===== src/eeg_pkg.sv =====
// Shared types for the extended Euclid GCD block: controller states and
// the command/status groups between controller and datapath. No dependencies.
`default_nettype none

package eeg_pkg;

    // Default operand width.
    localparam int EEG_WIDTH = 32;

    typedef enum logic [2:0] {
        ST_IDLE,
        ST_TEST,
        ST_DIVIDE,
        ST_UPDATE,
        ST_FINISH
    } eeg_state_t;

    // Controller to datapath.
    typedef struct packed {
        logic load;       // take a new operand pair
        logic div_start;  // clear divider, begin quotient of prev / cur
        logic div_step;   // one restoring-division bit
        logic update;     // advance remainder and coefficient pairs
        logic emit;       // copy result into output register
    } eeg_cmd_t;

    // Datapath to controller.
    typedef struct packed {
        logic cur_zero;   // current remainder is zero: loop done
        logic out_free;   // output register can take a result this cycle
    } eeg_status_t;

endpackage

`default_nettype wire


===== src/extended_euclid_gcd.sv =====
// Extended Euclid GCD block, top level: stream ports, controller, datapath.
// Depends on eeg_pkg, eeg_ctrl and eeg_datapath.
//
// Usage
//   Input beat (s_ group): operand_a and operand_b, both unsigned. Output
//   beat (m_ group): divisor = gcd(a, b) and signed Bezout coefficients
//   coef_a, coef_b with a*coef_a + b*coef_b = divisor, the same pair the
//   recursive definition gives (a = 0 returns divisor b, coefs 0 and 1).
//   One output beat per input beat, in order.
// Timing
//   Each Euclid step runs a test state, the divide state of a shared
//   restoring divider that also accumulates q*x and q*y one quotient bit
//   at a time, and an update state. m_tvalid rises as the loop returns
//   to idle, where the next input beat can be taken. The loop runs at
//   most about 1.44*WIDTH steps (46 for 32-bit operands: a swap step plus
//   a 45-step Fibonacci chain). One item is in work at a time; s_tready
//   is high only while the loop is idle.
// Reset and stalls
//   aresetn (synchronous, active low) drops any item in work and empties
//   the output register. A finished result sits in the output register
//   while m_tready is low, and the next item is accepted meanwhile; a
//   second result waits in the loop until the register frees up.
`default_nettype none

module extended_euclid_gcd
    import eeg_pkg::*;
#(
    parameter int WIDTH = EEG_WIDTH
) (
    input  wire logic                              aclk,
    input  wire logic                              aresetn,
    // fields from bit 0: operand_a[WIDTH], operand_b[WIDTH], zero pad
    input  wire logic [((2*WIDTH+7)/8)*8-1:0]      s_tdata,
    input  wire logic                              s_tvalid,
    output logic                                   s_tready,
    // fields from bit 0: divisor[WIDTH], coef_a[WIDTH+1], coef_b[WIDTH+1],
    // zero pad
    output logic [((3*WIDTH+2+7)/8)*8-1:0]         m_tdata,
    output logic                                   m_tvalid,
    input  wire logic                              m_tready
);

    localparam int IN_TW  = ((2 * WIDTH + 7) / 8) * 8;
    localparam int OUT_TW = ((3 * WIDTH + 2 + 7) / 8) * 8;

    eeg_cmd_t         cmd;
    eeg_status_t      status;
    logic [WIDTH-1:0] divisor;
    logic [WIDTH:0]   coef_a, coef_b;

    eeg_ctrl #(
        .WIDTH (WIDTH)
    ) u_ctrl (
        .aclk     (aclk),
        .aresetn  (aresetn),
        .s_tvalid (s_tvalid),
        .s_tready (s_tready),
        .status   (status),
        .cmd      (cmd)
    );

    eeg_datapath #(
        .WIDTH (WIDTH)
    ) u_datapath (
        .aclk      (aclk),
        .aresetn   (aresetn),
        .cmd       (cmd),
        .operand_a (s_tdata[WIDTH-1:0]),
        .operand_b (s_tdata[2*WIDTH-1:WIDTH]),
        .m_tready  (m_tready),
        .status    (status),
        .m_tvalid  (m_tvalid),
        .divisor   (divisor),
        .coef_a    (coef_a),
        .coef_b    (coef_b)
    );

    // zero-extend into the byte-padded beat
    assign m_tdata = OUT_TW'({coef_b, coef_a, divisor});

`ifndef SYNTHESIS
    // results only leave the loop once the remainder has reached zero
    assert property (@(posedge aclk) disable iff (!aresetn)
        cmd.emit |-> status.cur_zero)
        else $error("result emitted before loop finished");

    // never overwrite a result that has not been taken
    assert property (@(posedge aclk) disable iff (!aresetn)
        cmd.emit |-> (!m_tvalid || m_tready))
        else $error("output register overwritten");

    // one item at a time: an accepted beat closes the input side
    assert property (@(posedge aclk) disable iff (!aresetn)
        (s_tvalid && s_tready) |=> !s_tready)
        else $error("input accepted while loop busy");
`endif

endmodule

`default_nettype wire


===== src/eeg_ctrl.sv =====
// Controller for the extended Euclid GCD block: step sequencer and
// division bit counter. Depends on eeg_pkg.
`default_nettype none

module eeg_ctrl
    import eeg_pkg::*;
#(
    parameter int WIDTH = EEG_WIDTH
) (
    input  wire logic        aclk,
    input  wire logic        aresetn,
    input  wire logic        s_tvalid,
    output logic             s_tready,
    input  wire eeg_status_t status,
    output eeg_cmd_t         cmd
);

    localparam int CNT_W = $clog2(WIDTH);

    eeg_state_t       state_reg, state_next;
    logic [CNT_W-1:0] cnt_reg, cnt_next;
    logic             cnt_last;

    assign cnt_last = (cnt_reg == CNT_W'(WIDTH - 1));

    always_ff @(posedge aclk) begin
        if (!aresetn) begin
            state_reg <= ST_IDLE;
            cnt_reg   <= '0;
        end else begin
            state_reg <= state_next;
            cnt_reg   <= cnt_next;
        end
    end

    // next state
    always_comb begin
        state_next = state_reg;
        cnt_next   = cnt_reg;
        case (state_reg)
            ST_IDLE: begin
                if (s_tvalid) state_next = ST_TEST;
            end
            ST_TEST: begin
                cnt_next = '0;
                if (status.cur_zero) state_next = ST_FINISH;
                else                 state_next = ST_DIVIDE;
            end
            ST_DIVIDE: begin
                cnt_next = cnt_reg + 1'b1;
                if (cnt_last) state_next = ST_UPDATE;
            end
            ST_UPDATE: begin
                state_next = ST_TEST;
            end
            ST_FINISH: begin
                if (status.out_free) state_next = ST_IDLE;
            end
            default: begin
                state_next = ST_IDLE;
            end
        endcase
    end

    // outputs
    always_comb begin
        s_tready = 1'b0;
        cmd      = '0;
        case (state_reg)
            ST_IDLE: begin
                s_tready = 1'b1;
                cmd.load = s_tvalid;
            end
            ST_TEST: begin
                cmd.div_start = !status.cur_zero;
            end
            ST_DIVIDE: begin
                cmd.div_step = 1'b1;
            end
            ST_UPDATE: begin
                cmd.update = 1'b1;
            end
            ST_FINISH: begin
                cmd.emit = status.out_free;
            end
            default: begin
                cmd = '0;
            end
        endcase
    end

endmodule

`default_nettype wire


===== src/eeg_datapath.sv =====
// Datapath for the extended Euclid GCD block: remainder pair, coefficient
// pairs, bit-serial divider with quotient-times-coefficient accumulation,
// and the output register. Depends on eeg_pkg.
`default_nettype none

module eeg_datapath
    import eeg_pkg::*;
#(
    parameter int WIDTH = EEG_WIDTH
) (
    input  wire logic           aclk,
    input  wire logic           aresetn,
    input  wire eeg_cmd_t       cmd,
    input  wire logic [WIDTH-1:0] operand_a,
    input  wire logic [WIDTH-1:0] operand_b,
    input  wire logic           m_tready,
    output eeg_status_t         status,
    output logic                m_tvalid,
    output logic [WIDTH-1:0]    divisor,
    output logic [WIDTH:0]      coef_a,
    output logic [WIDTH:0]      coef_b
);

    // remainders: prev = r[i-1], cur = r[i]; coefficients mod 2^(WIDTH+1)
    logic [WIDTH-1:0] rp_reg, rc_reg;
    logic [WIDTH:0]   sp_reg, sc_reg, tp_reg, tc_reg;
    // divider
    logic [WIDTH-1:0] num_reg, rem_reg;
    logic [WIDTH:0]   qs_reg, qt_reg;
    // output register
    logic             valid_reg, valid_next;
    logic [WIDTH-1:0] g_reg;
    logic [WIDTH:0]   x_reg, y_reg;

    logic [WIDTH:0]   trial;
    logic [WIDTH:0]   trial_diff;
    logic             qbit;
    logic [WIDTH-1:0] rem_next;
    logic [WIDTH:0]   qs_next, qt_next;

    // one restoring-division bit; q*s and q*t built MSB first (Horner)
    assign trial      = {rem_reg, num_reg[WIDTH-1]};
    assign trial_diff = trial - {1'b0, rc_reg};
    assign qbit       = (trial >= {1'b0, rc_reg});
    assign rem_next   = qbit ? trial_diff[WIDTH-1:0] : trial[WIDTH-1:0];
    assign qs_next    = {qs_reg[WIDTH-1:0], 1'b0} + (qbit ? sc_reg : '0);
    assign qt_next    = {qt_reg[WIDTH-1:0], 1'b0} + (qbit ? tc_reg : '0);

    always_ff @(posedge aclk) begin
        if (cmd.load) begin
            rp_reg <= operand_b;
            rc_reg <= operand_a;
            sp_reg <= '0;
            sc_reg <= (WIDTH+1)'(1);
            tp_reg <= (WIDTH+1)'(1);
            tc_reg <= '0;
        end else if (cmd.update) begin
            rp_reg <= rc_reg;
            rc_reg <= rem_reg;
            sp_reg <= sc_reg;
            sc_reg <= sp_reg - qs_reg;
            tp_reg <= tc_reg;
            tc_reg <= tp_reg - qt_reg;
        end

        if (cmd.div_start) begin
            num_reg <= rp_reg;
            rem_reg <= '0;
            qs_reg  <= '0;
            qt_reg  <= '0;
        end else if (cmd.div_step) begin
            num_reg <= {num_reg[WIDTH-2:0], 1'b0};
            rem_reg <= rem_next;
            qs_reg  <= qs_next;
            qt_reg  <= qt_next;
        end

        if (cmd.emit) begin
            g_reg <= rp_reg;
            x_reg <= sp_reg;
            y_reg <= tp_reg;
        end
    end

    always_comb begin
        valid_next = valid_reg;
        if (cmd.emit)      valid_next = 1'b1;
        else if (m_tready) valid_next = 1'b0;
    end

    always_ff @(posedge aclk) begin
        if (!aresetn) valid_reg <= 1'b0;
        else          valid_reg <= valid_next;
    end

    assign status.cur_zero = (rc_reg == '0);
    assign status.out_free = !valid_reg || m_tready;

    assign m_tvalid = valid_reg;
    assign divisor  = g_reg;
    assign coef_a   = x_reg;
    assign coef_b   = y_reg;

endmodule

`default_nettype wire

===== config.mk =====
export PLATFORM = sky130hd
export DESIGN_NAME = extended_euclid_gcd
export DESIGN_NICKNAME = d
export VERILOG_FILES = /design/src/eeg_pkg.sv /design/src/extended_euclid_gcd.sv /design/src/eeg_ctrl.sv /design/src/eeg_datapath.sv
export SDC_FILE = /design/constraint.sdc
export NUM_CORES = 1
export LEC_CHECK = 0
export ABC_CLOCK_PERIOD_IN_PS = 7270
export BUFFER_PORTS_ARGS = -buffer_cell sky130_fd_sc_hd__buf_2
export CORE_UTILIZATION = 30
export CTS_BUF_LIST = sky130_fd_sc_hd__clkbuf_8
export CTS_CLUSTER_DIAMETER = 30
export DETAILED_ROUTE_END_ITERATION = 7
export MAX_ROUTING_LAYER = met4
export PLACE_DENSITY = 0.48
export SYNTH_ARGS = -nofsm -noshare
export SYNTH_HDL_FRONTEND = slang
export SYNTH_HIERARCHICAL = 1
export SYNTH_SLANG_ARGS = --single-unit

===== constraint.sdc =====
create_clock -name aclk -period 7.27 [get_ports aclk]
set_clock_uncertainty 0.1 [all_clocks]
set_input_delay 0.3635 -clock aclk [delete_from_list [all_inputs] [get_ports aclk]]
set_output_delay 0.3635 -clock aclk [all_outputs]
set_load 0.005 [all_outputs]

==> flow_summary.ini, run 1 <==
[setup_path]
r2r-end = u_datapath/qt_reg[21]$_SDFFE_PP0P_
crit_arrival_ns = 6.45
worstPathRequired_ns = 7.73
rr_startpoint = u_datapath/rc_reg[10]$_DFFE_PP_
critPathLaunchType = flip-flop
reg2reg_slack_ns = 1.29
endpoint_kind = flip-flop
cp_slowest_cell = o31a_1
path_class = reg2reg
cpMostUsedCell = a21oi_1
reg2reg_depth = 23
max_stage_delay_ns = 0.48
crit_chain = inv_1 -> ha_1 -> a211oi_1 -> o211ai_1 -> a221o_1 -> o21ai_1 -> a21oi_1 -> o31a_1 -> nor2_8 -> buf_4 -> nor2b_1 -> ha_1 -> fa_1 -> a21o_1 -> a21oi_1 -> o21a_1 -> nor2_1 -> o211ai_1 -> a21oi_1 -> or2_2 -> o31ai_1 -> xor2_1 -> o22ai_1
path_max_fanout = 31

[sta]
drv_slew = 0
worst-slew-pin-transition_ns = 1.07
fmaxAchievable_mhz = 167
tns_ns = 0
relSlewSlack = 0.289
rsz0062_at_grt = false
fin_crit_ns = 5.98
setup_viol = 0
fin_crit_sh = 0.823
hold_violations = 0

[logic_synthesis]
synth_top_area_share = 0.244
synth-simple-area-share = 0.128
yosysSeqAreaShare = 0.445
synth_edf_count = 194
syn_inst = 2431
ys.flop_type = dfxtp_1
synthAdderAreaFrac = 0.0882
synthesis.area_um2 = 23800
synth-compound-area-share = 0.161
synth_area_leader_cell = edfxtp_1
synth_cell_types = 80
async_reset_ff_frac = 0
synth_seq_cells = 433
muxShareOfSynthArea = 0.0878
synth_top_family_by_area = compound AO/OA/AOI/OAI gates
synth.avg_cell_area_um2 = 9.80
yosys.area_share.xor_xnor = 0.0489
synth_area_leaders = edfxtp_1 24%, dfxtp_1 20%, ha_1 8.4%
ys_warn_count = 6

[grt]
gr-total-overflow = 0
first_global_vias = 18900
antenna_found_initial = 4
grt_max_degree = 71
track_usage = 0.163
grt_pass1_wl_mm = 103

[clock_network]
clkLatencyLatePin_ns = 0.73
clockBufferDepth = 3
postCtsSetupRepairBufs = 0
numCtsBuffers = 113
ctsHoldBuffers = 68
cts_sinks = 433
root_buffer = clkbuf_8
cts_resized = 0
htreeDepth = 3
cts.clk_slew.worst_paths_ns = 0.06
cts_tree = built

[pwr]
vdd_drop_max_v = 0.000172
power_leakage_nw = 11.8
power_mw = 9.09
power_density_nw_per_um2 = 313

[floorplan]
die-area_um2 = 80600
coreArea_um2 = 78000
pin_count = 174
rows = 102
die_h_um = 284
die-width_um = 284
start_util = 0.306

[placed_design]
io_buffers = 167
dp_hpwl_mm = 45.3
dp.cells = 3569
dpl-instance-area_um2 = 25700
gp_congestion = 0.875

[drt]
drt_iter0_drc = 923
antenna_left = 0
drc_errors = 0
vias = 18700
via_per_inst = 4.86
wl_per_cell_um = 16.8
wirelength_mm = 64.8
drt_pre_antenna_iters = 5

[layout]
final_cells = 3852
utilization = 0.373
area_growth_syn_to_layout_pct = 22.1
final_common_cell = nor2_1
layout-drive-gt1-share = 0.170
stdcell_area_um2 = 29100
final_cell_mix = 255 x nor2_1, 239 x dfxtp_1, 194 x edfxtp_1
insertedDiodeCount = 0
nets = 2945

[worst_hold_path]
min_from = u_datapath/rp_reg[27]$_DFFE_PP_
hold_end = u_datapath/divisor[27]$_DFFE_PP_
hp-class = reg2reg
hold_path_depth = 0

[job]
max_cap_violations = 0

[run_status]
outcome = completed
## area by class of cell
cell class,instances,area [um^2]
clock buffer,116,1600
clock inverter,99,1060
fill,7824,48900
inverter,145,544
multi-input combinational,1763,12300
sequential,433,10600
tap,1040,1300
timing repair buffer,256,1670
## kinds of logic (layout without fill, tap and decap cells)
family / Yosys count / count (layout)
AO/OA/AOI/OAI: 606 / 606
XOR/XNOR: 133 / 133
adder cells (fa/ha/maj): 165 / 165
buffers and inverters: 240 / 616
flip-flops: 433 / 433
multiplexers: 201 / 201
other: 1 / 6
AND/OR/NAND/NOR: 652 / 652
## power by group
part           switching [mW]  internal (mW)
Clock                    1.37           2.15
Sequential              0.174           2.79
Combinational            1.50           1.11
## per-stage QoR
stage	hold slack (ns)	setup slack, ns
global route	0.337	0.713
CTS	0.279	1.25
detailed placement	0.331	1.32
finish	0.329	1.29
global placement	0.323	1.37
floorplan	0.308	1.88
## worst max-delay path: cells and delay by family (launching register included)
| kind | cells | cell delay (ns) |
|---|---|---|
| adders and majority gates | 3 | 0.89 |
| and+or+nand+nor | 4 | 0.86 |
| AOI/OAI and AO/OA | 13 | 2.83 |
| buffers and inverters | 2 | 0.52 |
| xor gates and xnor gates | 1 | 0.18 |
| DFF | 1 | 0.40 |
## worst max path at each step
stage | startpoint | slack [ns] | endpoint
3_3_place_gp | u_datapath/rc_reg[10]$_DFFE_PP_ | 1.37 | u_datapath/qt_reg[21]$_SDFFE_PP0P_
6_report | u_datapath/rc_reg[10]$_DFFE_PP_ | 1.29 | u_datapath/qt_reg[21]$_SDFFE_PP0P_
4_1_cts | u_datapath/rc_reg[10]$_DFFE_PP_ | 1.25 | u_datapath/qt_reg[21]$_SDFFE_PP0P_
3_5_place_dp | u_datapath/rc_reg[6]$_DFFE_PP_ | 1.32 | u_datapath/qt_reg[21]$_SDFFE_PP0P_
2_1_floorplan | u_datapath/rc_reg[1]$_DFFE_PP_ | 1.88 | u_datapath/qs_reg[31]$_SDFFE_PP0P_
5_1_grt | u_datapath/rc_reg[10]$_DFFE_PP_ | 0.71 | u_datapath/qs_reg[31]$_SDFFE_PP0P_
## synth_stat cells, types with 4 or more instances
| cell | n |
|---|---|
| a211o_1 | 6 |
| a211oi_1 | 33 |
| a21boi_0 | 8 |
| a21o_1 | 65 |
| a21oi_1 | 167 |
| a22o_1 | 6 |
| a31o_2 | 4 |
| a31oi_1 | 19 |
| a32oi_1 | 4 |
| and2_1 | 13 |
| and3_1 | 15 |
| and4_1 | 6 |
| buf_1 | 5 |
| buf_2 | 5 |
| buf_4 | 9 |
| clkbuf_1 | 73 |
| dfxtp_1 | 239 |
| edfxtp_1 | 194 |
| fa_1 | 5 |
| ha_1 | 160 |
| inv_1 | 144 |
| mux2_2 | 65 |
| mux2i_1 | 136 |
| nand2_1 | 158 |
| nand2b_1 | 26 |
| nand3_1 | 13 |
| nand4_1 | 12 |
| nor2_1 | 257 |
| nor2b_1 | 84 |
| nor3_1 | 24 |
| nor4_1 | 8 |
| o211ai_1 | 14 |
| o21a_1 | 23 |
| o21ai_0 | 150 |
| o21ai_1 | 6 |
| o21bai_1 | 16 |
| o22ai_1 | 27 |
| o311ai_0 | 5 |
| o31a_1 | 5 |
| o31ai_1 | 11 |
| or2_2 | 9 |
| or3_1 | 10 |
| xnor2_1 | 81 |
| xor2_1 | 52 |
## metal layers
metal	vias up	routed length, um	track usage
li1	9321	-	-
met1	8933	31000	0.212
met2	358	30000	0.259
met3	115	2590	0.0266
met4	0	1260	0.0515
met5	-	0	-
Power figures use the tool's default switching activity.
==> inputs of run 2 (changes only) <==
--- a/config.mk
+++ b/config.mk
@@ -5,14 +5,14 @@
 export SDC_FILE = /design/constraint.sdc
 export NUM_CORES = 1
 export LEC_CHECK = 0
-export ABC_CLOCK_PERIOD_IN_PS = 7270
+export ABC_CLOCK_PERIOD_IN_PS = 5000
 export BUFFER_PORTS_ARGS = -buffer_cell sky130_fd_sc_hd__buf_2
 export CORE_UTILIZATION = 30
 export CTS_BUF_LIST = sky130_fd_sc_hd__clkbuf_8
 export CTS_CLUSTER_DIAMETER = 30
 export DETAILED_ROUTE_END_ITERATION = 7
 export MAX_ROUTING_LAYER = met4
-export PLACE_DENSITY = 0.48
+export PLACE_DENSITY = 0.5
 export SYNTH_ARGS = -nofsm -noshare
 export SYNTH_HDL_FRONTEND = slang
 export SYNTH_HIERARCHICAL = 1
==> constraint.sdc (replaced) <==
create_clock -name aclk -period 5 [get_ports aclk]
set_clock_uncertainty 0.1 [all_clocks]
set_input_delay 0.25 -clock aclk [delete_from_list [all_inputs] [get_ports aclk]]
set_output_delay 0.25 -clock aclk [all_outputs]
set_load 0.005 [all_outputs]
==> flow_summary.ini, run 2 (synthesized netlist as in run 1, its figures left out) <==
[run_status]
outcome = finished, violations left
failed_checks = setup timing

[sta]
fmaxAchievable_mhz = 200
tns_ns = -0.000610
drv_slew = 0
fin_crit_sh = 1.00
fin_crit_ns = 5.00
hold_violations = 0
worst-slew-pin-transition_ns = 0.929
rsz0062_at_grt = true
relSlewSlack = 0.379
setup_viol = 1
timing.final.ws_setup_ns = -0.000610

[layout]
layout-drive-gt1-share = 0.235
final_cell_mix = 254 x nor2_1, 239 x dfxtp_1, 194 x edfxtp_1
final_common_cell = nor2_1
seq_area_um2 = 10600
nets = 3100
multi_input_area_um2 = 12700
fillers = 7795
area_growth_syn_to_layout_pct = 29.3

[drt]
wl_per_cell_um = 16.8
drt_iter0_drc = 986
via_per_inst = 4.82
wirelength_mm = 67.2
drt_pre_antenna_iters = 7
antenna_left = 0
vias = 19300
drc_errors = 0

[setup_path]
reg2reg_depth = 24
worstPathRequired_ns = 5.45
critPathLaunchType = flip-flop
path_class = reg2reg
path_max_fanout = 11
crit_arrival_ns = 5.45
endpoint_kind = flip-flop

[clock_network]
clkLatencyLatePin_ns = 0.75
htreeDepth = 3
cts_sinks = 433
cts_tree = built
clockBufferDepth = 3
numCtsBuffers = 109
cts.clk_slew.worst_paths_ns = 0.05
root_buffer = clkbuf_8

[grt]
track_usage = 0.169
gr-total-overflow = 0
grt_max_degree = 152
antenna_found_initial = 4
first_global_vias = 19900
grt_pass1_wl_mm = 106

[pwr]
vdd_drop_max_v = 0.000251
power_density_nw_per_um2 = 456
power_frac_comb = 0.320
power_leakage_nw = 12.7
p_seq_frac = 0.307
intPower_mw = 9.49
pwr-share-clk = 0.373
p_sw_mw = 4.56
switching_share = 0.324
power_mw = 14.0

[worst_hold_path]
hp-class = in2reg
hold_path_depth = 4

[placed_design]
io_buffers = 167
dp_hpwl_mm = 47.6
gp_congestion = 0.885

[floorplan]
start_util = 0.306
die_h_um = 284
rows = 102
pin_count = 174
die-area_um2 = 80600
coreArea_um2 = 78000
die-width_um = 284

[job]
max_cap_violations = 0
run 2: changes by cell type in the layout (fill, tap and decap cells not counted), moves of 5 or more:
cell        change
bufinv_16       +5
buf_6           +5
o21ai_0        -17
o21ai_2         +7
o21ai_1        +10
a21oi_1        -19
a21oi_2        +18
a211oi_1        -5
clkinvlp_4      -5
clkinv_4       -16
ha_1            -8
buf_4         +147
run 2: repair_timing:
item	CTS	global route
setup buffers	6	14
setup endpoints to repair	23	34
gates cloned	1	1
hold buffers	68	0
resized for setup	24	83
pin swaps	15	48
endpoints found under the hold margin	76	0
run 2: final cells by class:
class,count,area share
multi-input cells,1763,0.413
flip-flops and latches,433,0.344
repair buffers,415,0.0968
clock buffers,115,0.0514
well taps,1040,0.0422
clock inverters,90,0.0348
inverters,145,0.0177
diodes,2,0.000162
run 2: worst paths after layout:
kind | from | endpoint | slack, ns
max | u_datapath/rc_reg[1]$_DFFE_PP_ | u_datapath/qs_reg[31]$_SDFFE_PP0P_ | -0.0006
min | s_tdata[60] | u_datapath/rp_reg[28]$_DFFE_PP_ | 0.21
max reg2reg | u_datapath/rc_reg[1]$_DFFE_PP_ | u_datapath/qs_reg[31]$_SDFFE_PP0P_ | -0.0006
min reg2reg | u_datapath/rp_reg[14]$_DFFE_PP_ | u_datapath/divisor[14]$_DFFE_PP_ | 0.33
run 2: critical path, cell delays in order, from the launching register on:
cell and delay, ns:
edfxtp_1 0.41, inv_2 0.10, ha_4 0.20, nor2b_4 0.12
o31a_1 0.31, o311a_1 0.33, o21ai_2 0.17, a21oi_2 0.09
o31a_1 0.36, nor2_8 0.18, buf_12 0.15, buf_6 0.14
nor2b_1 0.06, ha_1 0.29, buf_4 0.16, a21o_1 0.18
a21oi_2 0.16, o21a_1 0.17, o21a_1 0.20, o32ai_2 0.12
a31oi_1 0.23, o21ai_1 0.12, a31oi_1 0.21, xor2_1 0.19
o22ai_1 0.09
run 2: power groups by stage:
stage | registers [mW] | clock network, mW | logic (mW)
6_report | 4.31 | 5.24 | 4.50
3_3_place_gp | 4.36 | 0 | 4.17
5_1_grt | 4.35 | 5.59 | 4.97
4_1_cts | 4.30 | 5.40 | 4.36
2_1_floorplan | 4.28 | 0 | 2.99
3_5_place_dp | 4.37 | 0 | 4.20
run 2: through the flow:
stage               instance area [um^2]  std cells  setup slack, ns   util  hold WS (ns)
finish                             30800       4003        -0.000610  0.395         0.214
global route                       30800       4002           -0.246  0.395         0.185
CTS                                30300       3987          0.00205  0.389         0.149
detailed placement                 26900       3707           -0.246  0.344         0.318
global placement                   26900       3707           -0.211  0.344         0.326
floorplan                          23900       2436         -0.00712      -         0.268
run 2: layer usage:
metal | vias to the layer above | share of wire | global-route usage | wire length [um]
li1 | 9620 | - | - | -
met1 | 9164 | 0.47 | 0.212 | 31400
met2 | 375 | 0.46 | 0.268 | 31200
met3 | 126 | 0.039 | 0.0273 | 2640
met4 | 0 | 0.029 | 0.0699 | 1940
met5 | - | 0 | - | 0
